$ cat src/rtl/core/bmp24_to_rgb565_window_streamer_defines.svh
// Assertion helpers for the window streamer.
`ifndef BMP24_TO_RGB565_WINDOW_STREAMER_DEFINES_SVH
`define BMP24_TO_RGB565_WINDOW_STREAMER_DEFINES_SVH

// Implication checked on every rising clock edge outside reset.
`define BMPW_ASSERT_IMPL(label, clk, rst_n, ante, cons, msg) \
  label: assert property (@(posedge clk) disable iff (!rst_n) (ante) |-> (cons)) \
    else $error(msg);

// Condition that must never be seen outside reset.
`define BMPW_ASSERT_NEVER(label, clk, rst_n, cond, msg) \
  label: assert property (@(posedge clk) disable iff (!rst_n) !(cond)) \
    else $error(msg);

`endif

$ cat src/rtl/core/bmpw_pkg.sv
package bmpw_pkg;

  typedef enum logic [1:0] {
    KIND_CMD    = 2'd0,
    KIND_DATA   = 2'd1,
    KIND_DONE   = 2'd2,
    KIND_REJECT = 2'd3
  } word_kind_e;

  localparam logic [15:0] CMD_HWIN  = 16'h0044;
  localparam logic [15:0] CMD_VWIN  = 16'h0045;
  localparam logic [15:0] CMD_RAMAD = 16'h0021;
  localparam logic [15:0] CMD_WRAM  = 16'h0022;

  localparam int unsigned MaxImageHeight = 4095;
  localparam int unsigned BmpDepth       = 24;
  localparam int unsigned HeaderEnd      = 34;

  // header byte positions that complete a field
  localparam logic [31:0] POS_OFFSET   = 32'd13;
  localparam logic [31:0] POS_WIDTH    = 32'd21;
  localparam logic [31:0] POS_HEIGHT   = 32'd25;
  localparam logic [31:0] POS_PLANES   = 32'd27;
  localparam logic [31:0] POS_DEPTH    = 32'd29;
  localparam logic [31:0] POS_COMPRESS = 32'd33;

  localparam int unsigned QDepth = 4;
  localparam int unsigned QIdxW  = 2;

  typedef struct packed {
    logic [7:0] file_byte;
    logic       file_start;
  } in_t;

  typedef struct packed {
    logic [1:0]  word_kind;
    logic [15:0] bus_word;
    logic        last_of_run;
  } out_t;

  // work handed from the parser to the word emitter
  typedef struct packed {
    logic        reject;
    logic        burst;
    logic        pixel;
    logic        finish;
    logic [7:0]  row;
    logic [7:0]  xs;
    logic [7:0]  xe;
    logic [15:0] word;
  } job_t;

endpackage

$ cat src/rtl/core/bmpw_front.sv
module bmpw_front #(
  parameter int unsigned PANEL_WIDTH     = 130,
  parameter int unsigned PANEL_HEIGHT    = 130,
  parameter int unsigned MAX_IMAGE_WIDTH = 1280
) (
  input  logic          clk_i,
  input  logic          rst_ni,
  input  logic          take_i,
  input  bmpw_pkg::in_t in_i,
  output logic          job_valid_o,
  output bmpw_pkg::job_t job_o
);
  import bmpw_pkg::*;

  localparam int unsigned WW = $clog2(MAX_IMAGE_WIDTH + 1);
  localparam int unsigned SW = $clog2(3 * MAX_IMAGE_WIDTH + 4);

  typedef enum logic [2:0] {
    PH_IDLE, PH_HEADER, PH_SKIP, PH_PIXELS, PH_DONE, PH_REJECTED
  } phase_e;

  phase_e       phase_q, phase_d;
  logic [31:0]  pos_q, pos_d, hs_q, hs_d, off_q, off_d;
  logic [WW-1:0] wid_q, wid_d;
  logic [11:0]  hgt_q, hgt_d;
  logic [SW-1:0] stride_q, stride_d, rbc_q, rbc_d, rbc_n;
  logic [7:0]   row_q, row_d;
  logic [1:0]   k_q, k_d;
  logic [15:0]  acc_q, acc_d;

  phase_e       ph;
  logic [31:0]  pos, hs, hs_n;
  logic [7:0]   b, sw, sh, xs, xe, ys;
  logic         bad, pix, emit_pix, fin;
  logic [SW+11:0] prod;
  logic [32:0]  start;
  logic [SW+1:0] stride_w;

  always_comb begin
    b     = in_i.file_byte;
    ph    = in_i.file_start ? PH_HEADER : phase_q;
    pos   = in_i.file_start ? 32'd0 : pos_q;
    hs    = in_i.file_start ? 32'd0 : hs_q;
    hs_n  = {b, hs[31:8]};
    sw    = (32'(wid_q) > 32'(PANEL_WIDTH)) ? 8'(PANEL_WIDTH) : 8'(wid_q);
    sh    = (hgt_q > 12'(PANEL_HEIGHT)) ? 8'(PANEL_HEIGHT) : 8'(hgt_q);
    xs    = (8'(PANEL_WIDTH) - sw) >> 1;
    xe    = xs + sw - 8'd1;
    ys    = (8'(PANEL_HEIGHT) - sh) >> 1;
    prod  = (hgt_q > 12'(PANEL_HEIGHT)) ? (hgt_q - 12'(PANEL_HEIGHT)) * stride_q : '0;
    start = {1'b0, off_q} + 33'(prod);
    stride_w = (SW + 2)'(hs_n[WW-1:0]) * (SW + 2)'(3) + (SW + 2)'(3);

    phase_d = ph;
    pos_d   = pos;
    hs_d    = hs;
    off_d   = in_i.file_start ? 32'd0 : off_q;
    wid_d   = wid_q;
    hgt_d   = hgt_q;
    stride_d = stride_q;
    rbc_d   = rbc_q;
    row_d   = row_q;
    k_d     = k_q;
    acc_d   = acc_q;
    bad     = 1'b0;
    pix     = 1'b0;
    emit_pix = 1'b0;
    fin     = 1'b0;
    rbc_n   = rbc_q + SW'(1);

    if (ph == PH_HEADER) begin
      hs_d = hs_n;
      priority if (pos == POS_OFFSET) begin
        off_d = hs_n;
      end else if (pos == POS_WIDTH) begin
        if (hs_n == 32'd0 || hs_n > 32'(MAX_IMAGE_WIDTH)) bad = 1'b1;
        else begin
          wid_d    = hs_n[WW-1:0];
          stride_d = SW'(stride_w & ~(SW + 2)'(3));
        end
      end else if (pos == POS_HEIGHT) begin
        if (hs_n == 32'd0 || hs_n > 32'(MaxImageHeight)) bad = 1'b1;
        else hgt_d = hs_n[11:0];
      end else if (pos == POS_PLANES) begin
        bad = (hs_n[31:16] != 16'd1);
      end else if (pos == POS_DEPTH) begin
        bad = (hs_n[31:16] != 16'(BmpDepth));
      end else if (pos == POS_COMPRESS) begin
        if (hs_n != 32'd0) bad = 1'b1;
        else if (start < 33'(HeaderEnd)) bad = 1'b1;
        else begin
          off_d   = start[32] ? 32'hFFFF_FFFF : start[31:0];
          row_d   = ((8'(PANEL_HEIGHT) - sh) >> 1) + sh - 8'd1;
          rbc_d   = '0;
          k_d     = 2'd0;
          acc_d   = 16'd0;
          phase_d = PH_SKIP;
        end
      end else begin
      end
      if (bad) phase_d = PH_REJECTED;
    end else if (ph == PH_SKIP || ph == PH_PIXELS) begin
      pix = (ph == PH_PIXELS) || (pos == off_q);
      if (pix) begin
        phase_d = PH_PIXELS;
        if (rbc_q < SW'(10'(sw) * 10'd3)) begin
          unique case (k_q)
            2'd0:    acc_d = {11'd0, b[7:3]};
            2'd1:    acc_d = acc_q | {5'd0, b[7:2], 5'd0};
            default: begin
              acc_d    = acc_q | {b[7:3], 11'd0};
              emit_pix = 1'b1;
            end
          endcase
          k_d = (k_q == 2'd2) ? 2'd0 : k_q + 2'd1;
        end
        rbc_d = rbc_n;
        if (row_q <= ys && rbc_n == SW'(10'(sw) * 10'd3)) begin
          fin     = 1'b1;
          phase_d = PH_DONE;
        end else if (rbc_n >= stride_q) begin
          rbc_d = '0;
          row_d = row_q - 8'd1;
          k_d   = 2'd0;
        end
      end
    end
    if (ph == PH_HEADER || ph == PH_SKIP || ph == PH_PIXELS) begin
      if (pos != 32'hFFFF_FFFF) pos_d = pos + 32'd1;
    end

    job_valid_o   = bad || (pix && (rbc_q == '0 || emit_pix));
    job_o.reject  = bad;
    job_o.burst   = pix && (rbc_q == '0);
    job_o.pixel   = emit_pix;
    job_o.finish  = fin;
    job_o.row     = row_q;
    job_o.xs      = xs;
    job_o.xe      = xe;
    job_o.word    = acc_d;
  end

  always_ff @(posedge clk_i or negedge rst_ni) begin
    if (!rst_ni) begin
      phase_q  <= PH_IDLE;
      pos_q    <= '0;
      hs_q     <= '0;
      off_q    <= '0;
      wid_q    <= '0;
      hgt_q    <= '0;
      stride_q <= '0;
      rbc_q    <= '0;
      row_q    <= '0;
      k_q      <= '0;
      acc_q    <= '0;
    end else if (take_i) begin
      phase_q  <= phase_d;
      pos_q    <= pos_d;
      hs_q     <= hs_d;
      off_q    <= off_d;
      wid_q    <= wid_d;
      hgt_q    <= hgt_d;
      stride_q <= stride_d;
      rbc_q    <= rbc_d;
      row_q    <= row_d;
      k_q      <= k_d;
      acc_q    <= acc_d;
    end
  end

endmodule

$ cat src/rtl/core/bmpw_fifo.sv
module bmpw_fifo (
  input  logic           clk_i,
  input  logic           rst_ni,
  input  logic           push_i,
  input  bmpw_pkg::job_t data_i,
  output logic           full_o,
  input  logic           pop_i,
  output logic           empty_o,
  output bmpw_pkg::job_t data_o
);
  import bmpw_pkg::*;

  job_t             mem_q [QDepth];
  logic [QIdxW-1:0] wp_q, rp_q;
  logic [QIdxW:0]   cnt_q;

  assign full_o  = (cnt_q == (QIdxW + 1)'(QDepth));
  assign empty_o = (cnt_q == '0);
  assign data_o  = mem_q[rp_q];

  always_ff @(posedge clk_i) begin
    if (push_i) mem_q[wp_q] <= data_i;
  end

  always_ff @(posedge clk_i or negedge rst_ni) begin
    if (!rst_ni) begin
      wp_q  <= '0;
      rp_q  <= '0;
      cnt_q <= '0;
    end else begin
      if (push_i) wp_q <= wp_q + QIdxW'(1);
      if (pop_i)  rp_q <= rp_q + QIdxW'(1);
      cnt_q <= cnt_q + (QIdxW + 1)'(push_i) - (QIdxW + 1)'(pop_i);
    end
  end

endmodule

$ cat src/rtl/core/bmpw_back.sv
module bmpw_back (
  input  logic           clk_i,
  input  logic           rst_ni,
  input  logic [7:0]     col_off_i,
  input  logic [7:0]     row_off_i,
  input  logic           empty_i,
  input  bmpw_pkg::job_t job_i,
  output logic           pop_o,
  output logic           out_valid_o,
  input  logic           out_ready_i,
  output bmpw_pkg::out_t out_o
);
  import bmpw_pkg::*;

  localparam logic [3:0] ST_HWIN  = 4'd0;
  localparam logic [3:0] ST_HDAT  = 4'd1;
  localparam logic [3:0] ST_VWIN  = 4'd2;
  localparam logic [3:0] ST_VDAT  = 4'd3;
  localparam logic [3:0] ST_RAMAD = 4'd4;
  localparam logic [3:0] ST_ADAT  = 4'd5;
  localparam logic [3:0] ST_WRAM  = 4'd6;
  localparam logic [3:0] ST_PIX   = 4'd7;
  localparam logic [3:0] ST_STAT  = 4'd8;

  logic       busy_q;
  logic [3:0] step_q, cur, nxt;
  logic       last, free;
  logic [8:0] cxs, cxe, rr;
  out_t       word, out_q;
  logic       valid_q;

  always_comb begin
    cur  = busy_q ? step_q : (job_i.burst ? ST_HWIN : (job_i.pixel ? ST_PIX : ST_STAT));
    last = 1'b0;
    nxt  = cur + 4'd1;
    if (cur == ST_WRAM) begin
      nxt  = job_i.pixel ? ST_PIX : ST_STAT;
      last = !job_i.pixel && !job_i.finish;
    end else if (cur == ST_PIX) begin
      last = !job_i.finish;
    end else if (cur == ST_STAT) begin
      last = 1'b1;
    end
    cxs = {1'b0, col_off_i} + {1'b0, job_i.xs};
    cxe = {1'b0, col_off_i} + {1'b0, job_i.xe};
    rr  = {1'b0, row_off_i} + {1'b0, job_i.row};
    word.last_of_run = last;
    word.word_kind   = KIND_DATA;
    unique case (cur)
      ST_HWIN:  begin word.word_kind = KIND_CMD; word.bus_word = CMD_HWIN;  end
      ST_HDAT:  word.bus_word = {cxe[7:0], 8'd0} | {7'd0, cxs};
      ST_VWIN:  begin word.word_kind = KIND_CMD; word.bus_word = CMD_VWIN;  end
      ST_VDAT:  word.bus_word = {rr[7:0], 8'd0} | {7'd0, rr};
      ST_RAMAD: begin word.word_kind = KIND_CMD; word.bus_word = CMD_RAMAD; end
      ST_ADAT:  word.bus_word = {rr[7:0], 8'd0} | {7'd0, cxs};
      ST_WRAM:  begin word.word_kind = KIND_CMD; word.bus_word = CMD_WRAM;  end
      ST_PIX:   word.bus_word = job_i.word;
      default:  begin
        word.word_kind = job_i.reject ? KIND_REJECT : KIND_DONE;
        word.bus_word  = 16'd0;
      end
    endcase
    free  = !valid_q || out_ready_i;
    pop_o = free && !empty_i && last;
  end

  assign out_valid_o = valid_q;
  assign out_o       = out_q;

  always_ff @(posedge clk_i or negedge rst_ni) begin
    if (!rst_ni) begin
      valid_q <= 1'b0;
      busy_q  <= 1'b0;
      step_q  <= ST_HWIN;
    end else if (free) begin
      valid_q <= !empty_i;
      if (!empty_i) begin
        busy_q <= !last;
        step_q <= nxt;
      end
    end
  end

  always_ff @(posedge clk_i) begin
    if (free && !empty_i) out_q <= word;
  end

endmodule

$ cat src/rtl/core/bmp24_to_rgb565_window_streamer.sv
// Streams a 24-bit BMP file in, one byte per transaction from file offset 0
// (file_start set on that byte), and emits panel command and RGB565 data
// words. Each accepted byte produces zero or more words, the final one of a
// byte flagged by last_of_run; a file rejection or image end gives a status
// word. Input: one byte per cycle while the 4-entry job queue has room.
// Output: one word per cycle while out_ready_i is high; a row start's
// seven-word window burst is one queue entry, popped with its last word, and
// a pixel one word per three bytes. Registers take effect on the next cycle.
module bmp24_to_rgb565_window_streamer #(
  parameter int unsigned PANEL_WIDTH     = 130,
  parameter int unsigned PANEL_HEIGHT    = 130,
  parameter int unsigned MAX_IMAGE_WIDTH = 1280
) (
  input  logic           clk_i,
  input  logic           rst_ni,
  input  logic           in_valid_i,
  output logic           in_ready_o,
  input  bmpw_pkg::in_t  in_data_i,
  output logic           out_valid_o,
  input  logic           out_ready_i,
  output bmpw_pkg::out_t out_data_o,
  input  logic           cfg_we_i,
  input  logic           cfg_idx_i,
  input  logic [7:0]     cfg_data_i
);
  import bmpw_pkg::*;
  `include "bmp24_to_rgb565_window_streamer_defines.svh"

  localparam logic REG_COL_OFF = 1'b0;
  localparam logic REG_ROW_OFF = 1'b1;

  logic [7:0] col_off_q, row_off_q;
  logic       take, job_valid, full, empty, pop;
  job_t       job_in, job_out;

  always_ff @(posedge clk_i or negedge rst_ni) begin
    if (!rst_ni) begin
      col_off_q <= '0;
      row_off_q <= '0;
    end else if (cfg_we_i) begin
      if (cfg_idx_i == REG_COL_OFF) col_off_q <= cfg_data_i;
      if (cfg_idx_i == REG_ROW_OFF) row_off_q <= cfg_data_i;
    end
  end

  // a byte is taken only when its job, if any, has a queue slot
  assign in_ready_o = !full;
  assign take       = in_valid_i && in_ready_o;

  bmpw_front #(
    .PANEL_WIDTH    (PANEL_WIDTH),
    .PANEL_HEIGHT   (PANEL_HEIGHT),
    .MAX_IMAGE_WIDTH(MAX_IMAGE_WIDTH)
  ) u_front (
    .clk_i      (clk_i),
    .rst_ni     (rst_ni),
    .take_i     (take),
    .in_i       (in_data_i),
    .job_valid_o(job_valid),
    .job_o      (job_in)
  );

  bmpw_fifo u_fifo (
    .clk_i  (clk_i),
    .rst_ni (rst_ni),
    .push_i (take && job_valid),
    .data_i (job_in),
    .full_o (full),
    .pop_i  (pop),
    .empty_o(empty),
    .data_o (job_out)
  );

  bmpw_back u_back (
    .clk_i      (clk_i),
    .rst_ni     (rst_ni),
    .col_off_i  (col_off_q),
    .row_off_i  (row_off_q),
    .empty_i    (empty),
    .job_i      (job_out),
    .pop_o      (pop),
    .out_valid_o(out_valid_o),
    .out_ready_i(out_ready_i),
    .out_o      (out_data_o)
  );

  `BMPW_ASSERT_NEVER(a_pop_empty, clk_i, rst_ni, pop && empty, "queue popped while empty")
  `BMPW_ASSERT_IMPL(a_status_last, clk_i, rst_ni,
                    out_valid_o && (out_data_o.word_kind == KIND_DONE ||
                    out_data_o.word_kind == KIND_REJECT),
                    out_data_o.last_of_run && out_data_o.bus_word == 16'd0,
                    "status word not final or not zero")
  `BMPW_ASSERT_IMPL(a_full_stall, clk_i, rst_ni, full, !in_ready_o,
                    "byte taken with job queue full")

endmodule
$ cat config.mk
export PLATFORM = sky130hd
export DESIGN_NAME = bmp24_to_rgb565_window_streamer
export DESIGN_NICKNAME = d
export VERILOG_FILES = /design/src/rtl/core/bmpw_pkg.sv /design/src/rtl/core/bmpw_front.sv /design/src/rtl/core/bmpw_fifo.sv /design/src/rtl/core/bmpw_back.sv /design/src/rtl/core/bmp24_to_rgb565_window_streamer.sv
export VERILOG_INCLUDE_DIRS = /design/src /design/src/rtl/core
export SDC_FILE = /design/constraint.sdc
export NUM_CORES = 1
export LEC_CHECK = 0
export ABC_AREA = 1
export BUFFER_PORTS_ARGS = -buffer_cell sky130_fd_sc_hd__buf_2
export CORE_MARGIN = 2
export CORE_UTILIZATION = 45
export CTS_CLUSTER_SIZE = 28
export DETAILED_ROUTE_END_ITERATION = 12
export PLACE_DENSITY_LB_ADDON = 0.3
export SETUP_SLACK_MARGIN = 0.3
export SLEW_MARGIN = 20
export SYNTH_ARGS = -nofsm -noshare
export SYNTH_HDL_FRONTEND = slang
export SYNTH_HIERARCHICAL = 1
export SYNTH_SLANG_ARGS = --single-unit
$ cat constraint.sdc
create_clock -name clk_i -period 9.3 [get_ports clk_i]
set_input_delay 0.93 -clock clk_i [delete_from_list [all_inputs] [get_ports clk_i]]
set_output_delay 0.93 -clock clk_i [all_outputs]
set_load 0.05 [all_outputs]
==> impl_metrics.json, run 1 <==
{
  "finClkSkew_ns": 0.0303,
  "synth-edff-count": 195,
  "start_util_pct": 45.4,
  "finalWorstSetupSlack_ns": 0.523,
  "hold_viol_final": 0,
  "path_clk_slew_ns": 0.06,
  "combPwrFrac_pct": 41.3,
  "cp-start-kind": "flip-flop",
  "slowest_stage": "fa_1",
  "critPathMaxFanout": 8,
  "maxSlewViolCount": 0,
  "sw_frac_of_total_pct": 42.0,
  "globalplace.congestion": 0.962,
  "finalSetupViolCount": 0,
  "synth_flop_cell": "edfxtp_1",
  "final_cell_mix": "nand2_1 (1050), inv_1 (761), nor2_1 (285), nand3_1 (250), edfxtp_1 (195)",
  "async_reset_ff_share_pct": 49.5,
  "antenna_left": 0,
  "grt_pass1_vias": 25100,
  "avgRoutedWirePerCell_um": 16.5,
  "syn_area_um2": 30500,
  "layout.nets": 4419,
  "p_leak_nw": 17.0,
  "timing.fmax_mhz": 114,
  "cts.sinks": 386,
  "p_int_mw": 4.14,
  "first_pass_iters": 6,
  "outcome": "finished, final reports clean",
  "period_share_pct": 94.4,
  "cts_buffers": 44,
  "arrival_ns": 9.07,
  "drv_cap": 0,
  "root_buffer": "clkbuf_16",
  "dpl.hpwl_mm": 62.5,
  "slew_headroom_pct": 38.9,
  "syn_inst": 3996,
  "synth_fp_nets": 4321,
  "rsz0062_at_grt": "yes",
  "final_common_cell": "nand2_1",
  "r2r_start": "u_front/hgt_q[2]$_DFFE_PN0P_",
  "postLayoutCoreUtil_pct": 51.0,
  "synth_seq_cells": 386,
  "p_per_area_nw_per_um2": 208,
  "grt_usage_pct": 23.7,
  "drive_above_1_share_pct": 11.8,
  "grt_pass1_wl_mm": 132,
  "pin_count": 44,
  "grt_start_max_net_pins": 77,
  "yosys_warnings": 6,
  "cp-startpoint": "u_front/hgt_q[2]$_DFFE_PN0P_",
  "p_sw_mw": 3.00,
  "htree_levels": 2,
  "syn_to_final_growth_pct": 12.4,
  "fp.dieW_um": 264,
  "die_h_um": 264,
  "critical_path_required_ns": 9.59,
  "worst_hold_path_type": "primary input to asynchronous set/reset pin",
  "stdcell_count": 5001,
  "postLayoutCellArea_um2": 34300,
  "syn_avg_cell_area_um2": 7.63,
  "setup-tns-final_ns": 0,
  "ys_seq_area_share_pct": 34.9,
  "end_kind": "flip-flop",
  "place_area_um2": 31900,
  "irDropWorstVdd_uv": 154,
  "die_area_um2": 69800,
  "p_clk_share_pct": 26.5,
  "hold_buffers": 0,
  "seqPwrFrac_pct": 32.2,
  "viasPerCell": 5.14,
  "setup.worst_path.class": "flip-flop to flip-flop",
  "fillers": 6420,
  "clockBufferDepth": 3,
  "cts_tree": "done",
  "synth_cell_type_count": 67,
  "tightest_slew_ns": 0.916,
  "insertion_delay_ns": 0.59,
  "grt-ovfl-total": 0,
  "max_stage_delay_ns": 0.54,
  "min_period_ns": 8.78,
  "dpl_worst_slack_ns": 0.0292,
  "core_area_um2": 67200,
  "fp-row-count": 95,
  "diodes": 0,
  "wl_mm": 82.4,
  "port_buffers": 43,
  "antenna_found_initial": 0,
  "vias": 25700,
  "dp.cells": 4899,
  "drc": 0,
  "drt_iter0_drc": 1868
}
[synth_stat cells (4+ instances only)]
cell type / count / area, um^2
inv_1: 783 / 2940
xnor2_1: 49 / 429
dfrtp_1: 191 / 4780
nor2_1: 306 / 1150
a21boi_0: 5 / 37.5
edfxtp_1: 195 / 5860
o22ai_1: 13 / 81.3
o31ai_1: 5 / 37.5
xor2_1: 84 / 736
o21ai_2: 7 / 61.3
nand4_1: 49 / 307
nor4_1: 11 / 68.8
nand2_2: 24 / 150
buf_1: 8 / 30.0
a21oi_2: 11 / 96.3
o21bai_1: 10 / 75.1
clkbuf_1: 40 / 150
buf_6: 20 / 225
nand2_4: 9 / 101
a21oi_1: 126 / 631
inv_2: 28 / 105
nand3_1: 252 / 1260
o2111ai_1: 4 / 35.0
nand2_1: 1074 / 4030
nor2_4: 10 / 113
nor3_1: 50 / 250
nand3_2: 6 / 60.1
buf_4: 9 / 67.6
fa_1: 116 / 2320
nor2_2: 13 / 81.3
nor3_2: 7 / 70.1
nand3b_1: 14 / 105
and3_1: 4 / 25.0
ha_1: 186 / 2330
o21ai_0: 147 / 736
buf_2: 26 / 130
o211ai_1: 10 / 75.1
or2_2: 11 / 68.8
o21ai_1: 37 / 185
[layer usage]
metal / vias up / track usage, % / share of wire (%)
met3: 179 / 2.59 / 4.8
met1: 12200 / 30.4 / 43
met5: - / 0 / 0
met2: 652 / 40.7 / 48
li1: 12700 / - / -
met4: 0 / 9.84 / 4.4
[area by class of cell]
type	instances	area [um^2]	share of cell area (%)
Clock buffer	52	1160	3.39
Clock inverter	28	400	1.17
Inverter	815	3090	9.03
Multi-Input combinational cell	2691	16700	48.6
Sequential cell	386	10600	31.1
Tap cell	873	1090	3.19
Timing Repair Buffer	156	1220	3.55
[path summary, 6_finish.rpt]
kind | cells after the start | slack, ns | to
setup / recovery | 49 | 0.52 | u_fifo/mem_q[0][7]$_DFFE_PP_
hold / removal | 1 | 0.35 | row_off_q[5]$_DFFE_PN0P_
setup reg to reg | 49 | 0.52 | u_fifo/mem_q[0][7]$_DFFE_PP_
hold reg to reg | 2 | 0.48 | u_front/wid_q[3]$_DFFE_PN0P_
max in group asynchronous | 2 | 7.56 | u_front/hs_q[17]$_DFFE_PN0P_
min in group clk_i | 2 | 0.48 | u_front/wid_q[3]$_DFFE_PN0P_
[power by group through the flow]
| stage | sequential, mW | clock [mW] | combinational [mW] |
|---|---|---|---|
| after floorplan | 2.40 | 0 | 2.01 |
| after global placement | 2.33 | 0 | 2.87 |
| after detailed placement | 2.33 | 0 | 2.90 |
| after CTS | 2.30 | 1.93 | 2.92 |
| after global routing | 2.33 | 2.00 | 3.28 |
| final | 2.30 | 1.89 | 2.95 |
[registers in the layout (all words and copies together) (netlist names), 10 cells and up]
name,count
u_front/pos_q,32
u_front/hgt_q,12
u_front/rbc_q,12
u_fifo/mem_q,176
u_front/off_q,32
u_front/wid_q,11
u_front/hs_q,24
u_back/out_o,19
u_front/stride_q,10
u_front/acc_q,16
[what timing repair did]
| item | CTS | global route |
|---|---|---|
| endpoints found under the setup margin | 186 | 316 |
| pin swaps | 12 | 68 |
| cloned | 0 | 4 |
| resized for setup | 32 | 117 |
| buffers inserted | 3 | 15 |
[per-stage QoR]
stage	hold slack, ns	total power, mW
global route	0.383	7.60
CTS	0.356	7.15
detailed placement	0.474	5.24
finish	0.348	7.14
global placement	0.468	5.19
floorplan	0.448	4.41
[kinds of logic after synthesis]
group / Yosys count / share of synthesized area, %
AND/OR/NAND/NOR: 1854 / 26.4
buffers and inverters: 919 / 12.1
AO/OA/AOI/OAI: 396 / 7.34
flip-flops: 386 / 34.9
adder cells (fa/ha/maj): 302 / 15.3
XOR/XNOR: 134 / 3.88
multiplexers: 4 / 0.140
other: 1 / 0.0123
[critical path: cells and delay by family (launching register included)]
kind | cells | cell delay [ns]
adders and majority gates | 8 | 3.38
and+or+nand+nor | 22 | 2.38
DFF | 1 | 0.40
AOI/OAI and AO/OA | 7 | 1.11
buffers and inverters | 12 | 1.21
No activity file was read; power rests on OpenSTA's default activity.
==> run 2, diff against run 1 <==
--- a/config.mk
+++ b/config.mk
@@ -13,6 +13,7 @@
 export CTS_CLUSTER_SIZE = 28
 export DETAILED_ROUTE_END_ITERATION = 12
 export PLACE_DENSITY_LB_ADDON = 0.3
+export REMOVE_ABC_BUFFERS = 1
 export SETUP_SLACK_MARGIN = 0.3
 export SLEW_MARGIN = 20
 export SYNTH_ARGS = -nofsm -noshare
==> run 2 against run 1 <==
  * Core utilization up 0.30 points
  * Setup slack got worse by 0.029 ns
  * Cell count fell by 0.14%
  * Clock power is 4% lower
  * Combinational power increased by 2%
  * Critical endpoint is now u_fifo/cnt_q[2]$_DFF_PN0_
  * Non-clock buffer count down 10
  * First-iteration DRC count grew 19%
  * Clock skew increased by 0.019 ns
  * Largest power group unchanged
  * Largest cell class unchanged
  * Maximum frequency decreased by 0.33%
  * Die area is the same
  * Sequential cell count did not move
==> impl_metrics.json, run 2 (synthesized netlist as in run 1, its figures left out) <==
{
  "p_per_area_nw_per_um2": 206,
  "p_clk_share_pct": 25.6,
  "largestRegisters": "u_fifo/mem_q x176, u_front/off_q x32, u_front/pos_q x32",
  "die_h_um": 264,
  "cp_top_family": "adder cells",
  "p_int_mw": 4.07,
  "dpl_worst_slack_ns": -0.0670,
  "cts_tree": "done",
  "first_pass_iters": 6,
  "finalSetupViolCount": 0,
  "largest_register_ff_count": 176,
  "fillers": 6299,
  "postLayoutCoreUtil_pct": 51.3,
  "insertion_delay_ns": 0.60,
  "rsz0062_at_grt": "yes",
  "period_share_pct": 94.7,
  "maxSlewViolCount": 0,
  "rrSetupSlack_ns": 0.49,
  "syn_to_final_growth_pct": 13.1,
  "dpl.hpwl_mm": 62.4,
  "vias": 25800,
  "grt_pass1_wl_mm": 133,
  "crit_top_cell": "nand2_1",
  "port_buffers": 43,
  "final_common_cell": "nand2_1",
  "sw_frac_of_total_pct": 42.7,
  "area.sequential_um2": 10600,
  "p_sw_mw": 3.03,
  "htree_levels": 2,
  "stdcell_count": 4994,
  "end_kind": "flip-flop",
  "critPathMaxFanout": 6,
  "fp.dieW_um": 264,
  "setup-tns-final_ns": 0,
  "seqPwrFrac_pct": 32.1,
  "finClkSkew_ns": 0.0494,
  "antenna_left": 0,
  "start_util_pct": 45.4,
  "avgRoutedWirePerCell_um": 16.8,
  "p_leak_nw": 17.1,
  "drt_iter0_drc": 2230,
  "fp-row-count": 95,
  "wl_mm": 83.9,
  "viasPerCell": 5.18,
  "arrival_ns": 9.28,
  "min_period_ns": 8.81,
  "outcome": "finished, final reports clean",
  "timing.hold.ws_ns": 0.365,
  "slowest_stage": "fa_1",
  "max_stage_delay_ns": 0.56,
  "die_area_um2": 69800,
  "critical_path_required_ns": 9.78,
  "pin_count": 44,
  "grt_pass1_vias": 24900,
  "diodes": 0,
  "root_buffer": "clkbuf_16",
  "path_clk_slew_ns": 0.06,
  "cp-start-kind": "flip-flop",
  "top_register": "u_fifo/mem_q",
  "setup.worst_path.class": "flip-flop to flip-flop",
  "finalPower_mw": 7.10,
  "cts.sinks": 386,
  "clockBufferDepth": 3,
  "place_area_um2": 31900,
  "globalplace.congestion": 0.955,
  "tightest_slew_ns": 1.03,
  "postLayoutCellArea_um2": 34500,
  "worst-path-buf-inv": 7,
  "grt_start_max_net_pins": 84,
  "hold_viol_final": 0,
  "slew_headroom_pct": 31.4,
  "timing.fmax_mhz": 114,
  "final_cell_mix": "nand2_1 (1036), inv_1 (759), nor2_1 (276), nand3_1 (246), edfxtp_1 (195)",
  "combPwrFrac_pct": 42.3,
  "irDropWorstVdd_uv": 161,
  "grt_usage_pct": 23.8,
  "drv_cap": 0,
  "drc": 0,
  "antenna_found_initial": 0,
  "core_area_um2": 67200,
  "worst_hold_path_type": "primary input to asynchronous set/reset pin",
  "grt-ovfl-total": 0,
  "multiInputGateArea_um2": 16900,
  "layout.nets": 4410,
  "finalWorstSetupSlack_ns": 0.494,
  "dp.cells": 4885,
  "cts_buffers": 45,
  "drive_above_1_share_pct": 12.7
}
-- run 2: changes by cell type in the layout (fill, tap and decap cells not counted), moves of 6 or more --
cell       delta
buf_4        -17
bufinv_16     -6
clkbuf_8      +7
clkinv_1      -8
nand2_1      -14
nand2_2      +11
nor2_1        -9
-- run 2: power groups by stage --
stage	clock, mW	combinational, mW	sequential [mW]
after detailed placement	0	2.94	2.31
after floorplan	0	1.87	2.46
after global routing	1.92	3.33	2.31
after global placement	0	2.89	2.31
after CTS	1.86	2.95	2.28
final	1.82	3.00	2.28
-- run 2: layout make-up --
| cell class | count | share of cell area, % |
|---|---|---|
| inverters | 815 | 8.98 |
| well taps | 873 | 3.17 |
| clock buffers | 65 | 3.78 |
| clock inverters | 18 | 0.672 |
| repair buffers | 146 | 3.56 |
| flip-flops and latches | 386 | 30.9 |
| multi-input cells | 2691 | 49.0 |
-- run 2: metal layers --
layer | GRT usage [%] | routed length [um]
met1 | 31.2 | 35200
met4 | 8.92 | 3450
met3 | 3.46 | 5430
met5 | 0 | 0
met2 | 40.0 | 39800
-- run 2: repair_timing --
action / 4_1_cts / 5_1_grt
setup endpoints to repair: 222 / 313
hold endpoints to repair: 0 / 0
hold buffers: 0 / 0
gates resized for setup: 32 / 180
setup buffers: 3 / 17
gates cloned: 0 / 6
pin swaps: 10 / 94
-- run 2: path summary, 6_finish.rpt --
| check | from | to | cells past startpoint |
|---|---|---|---|
| min reg2reg | u_front/wid_q[7]$_DFFE_PN0P_ | u_front/wid_q[7]$_DFFE_PN0P_ | 2 |
| min | rst_ni | row_off_q[6]$_DFFE_PN0P_ | 1 |
| min in group clk_i | u_front/wid_q[7]$_DFFE_PN0P_ | u_front/wid_q[7]$_DFFE_PN0P_ | 2 |
| max reg2reg | u_front/hgt_q[2]$_DFFE_PN0P_ | u_fifo/cnt_q[2]$_DFF_PN0_ | 50 |
| max | u_front/hgt_q[2]$_DFFE_PN0P_ | u_fifo/cnt_q[2]$_DFF_PN0_ | 50 |
| max in group asynchronous | rst_ni | u_front/hs_q[14]$_DFFE_PN0P_ | 3 |
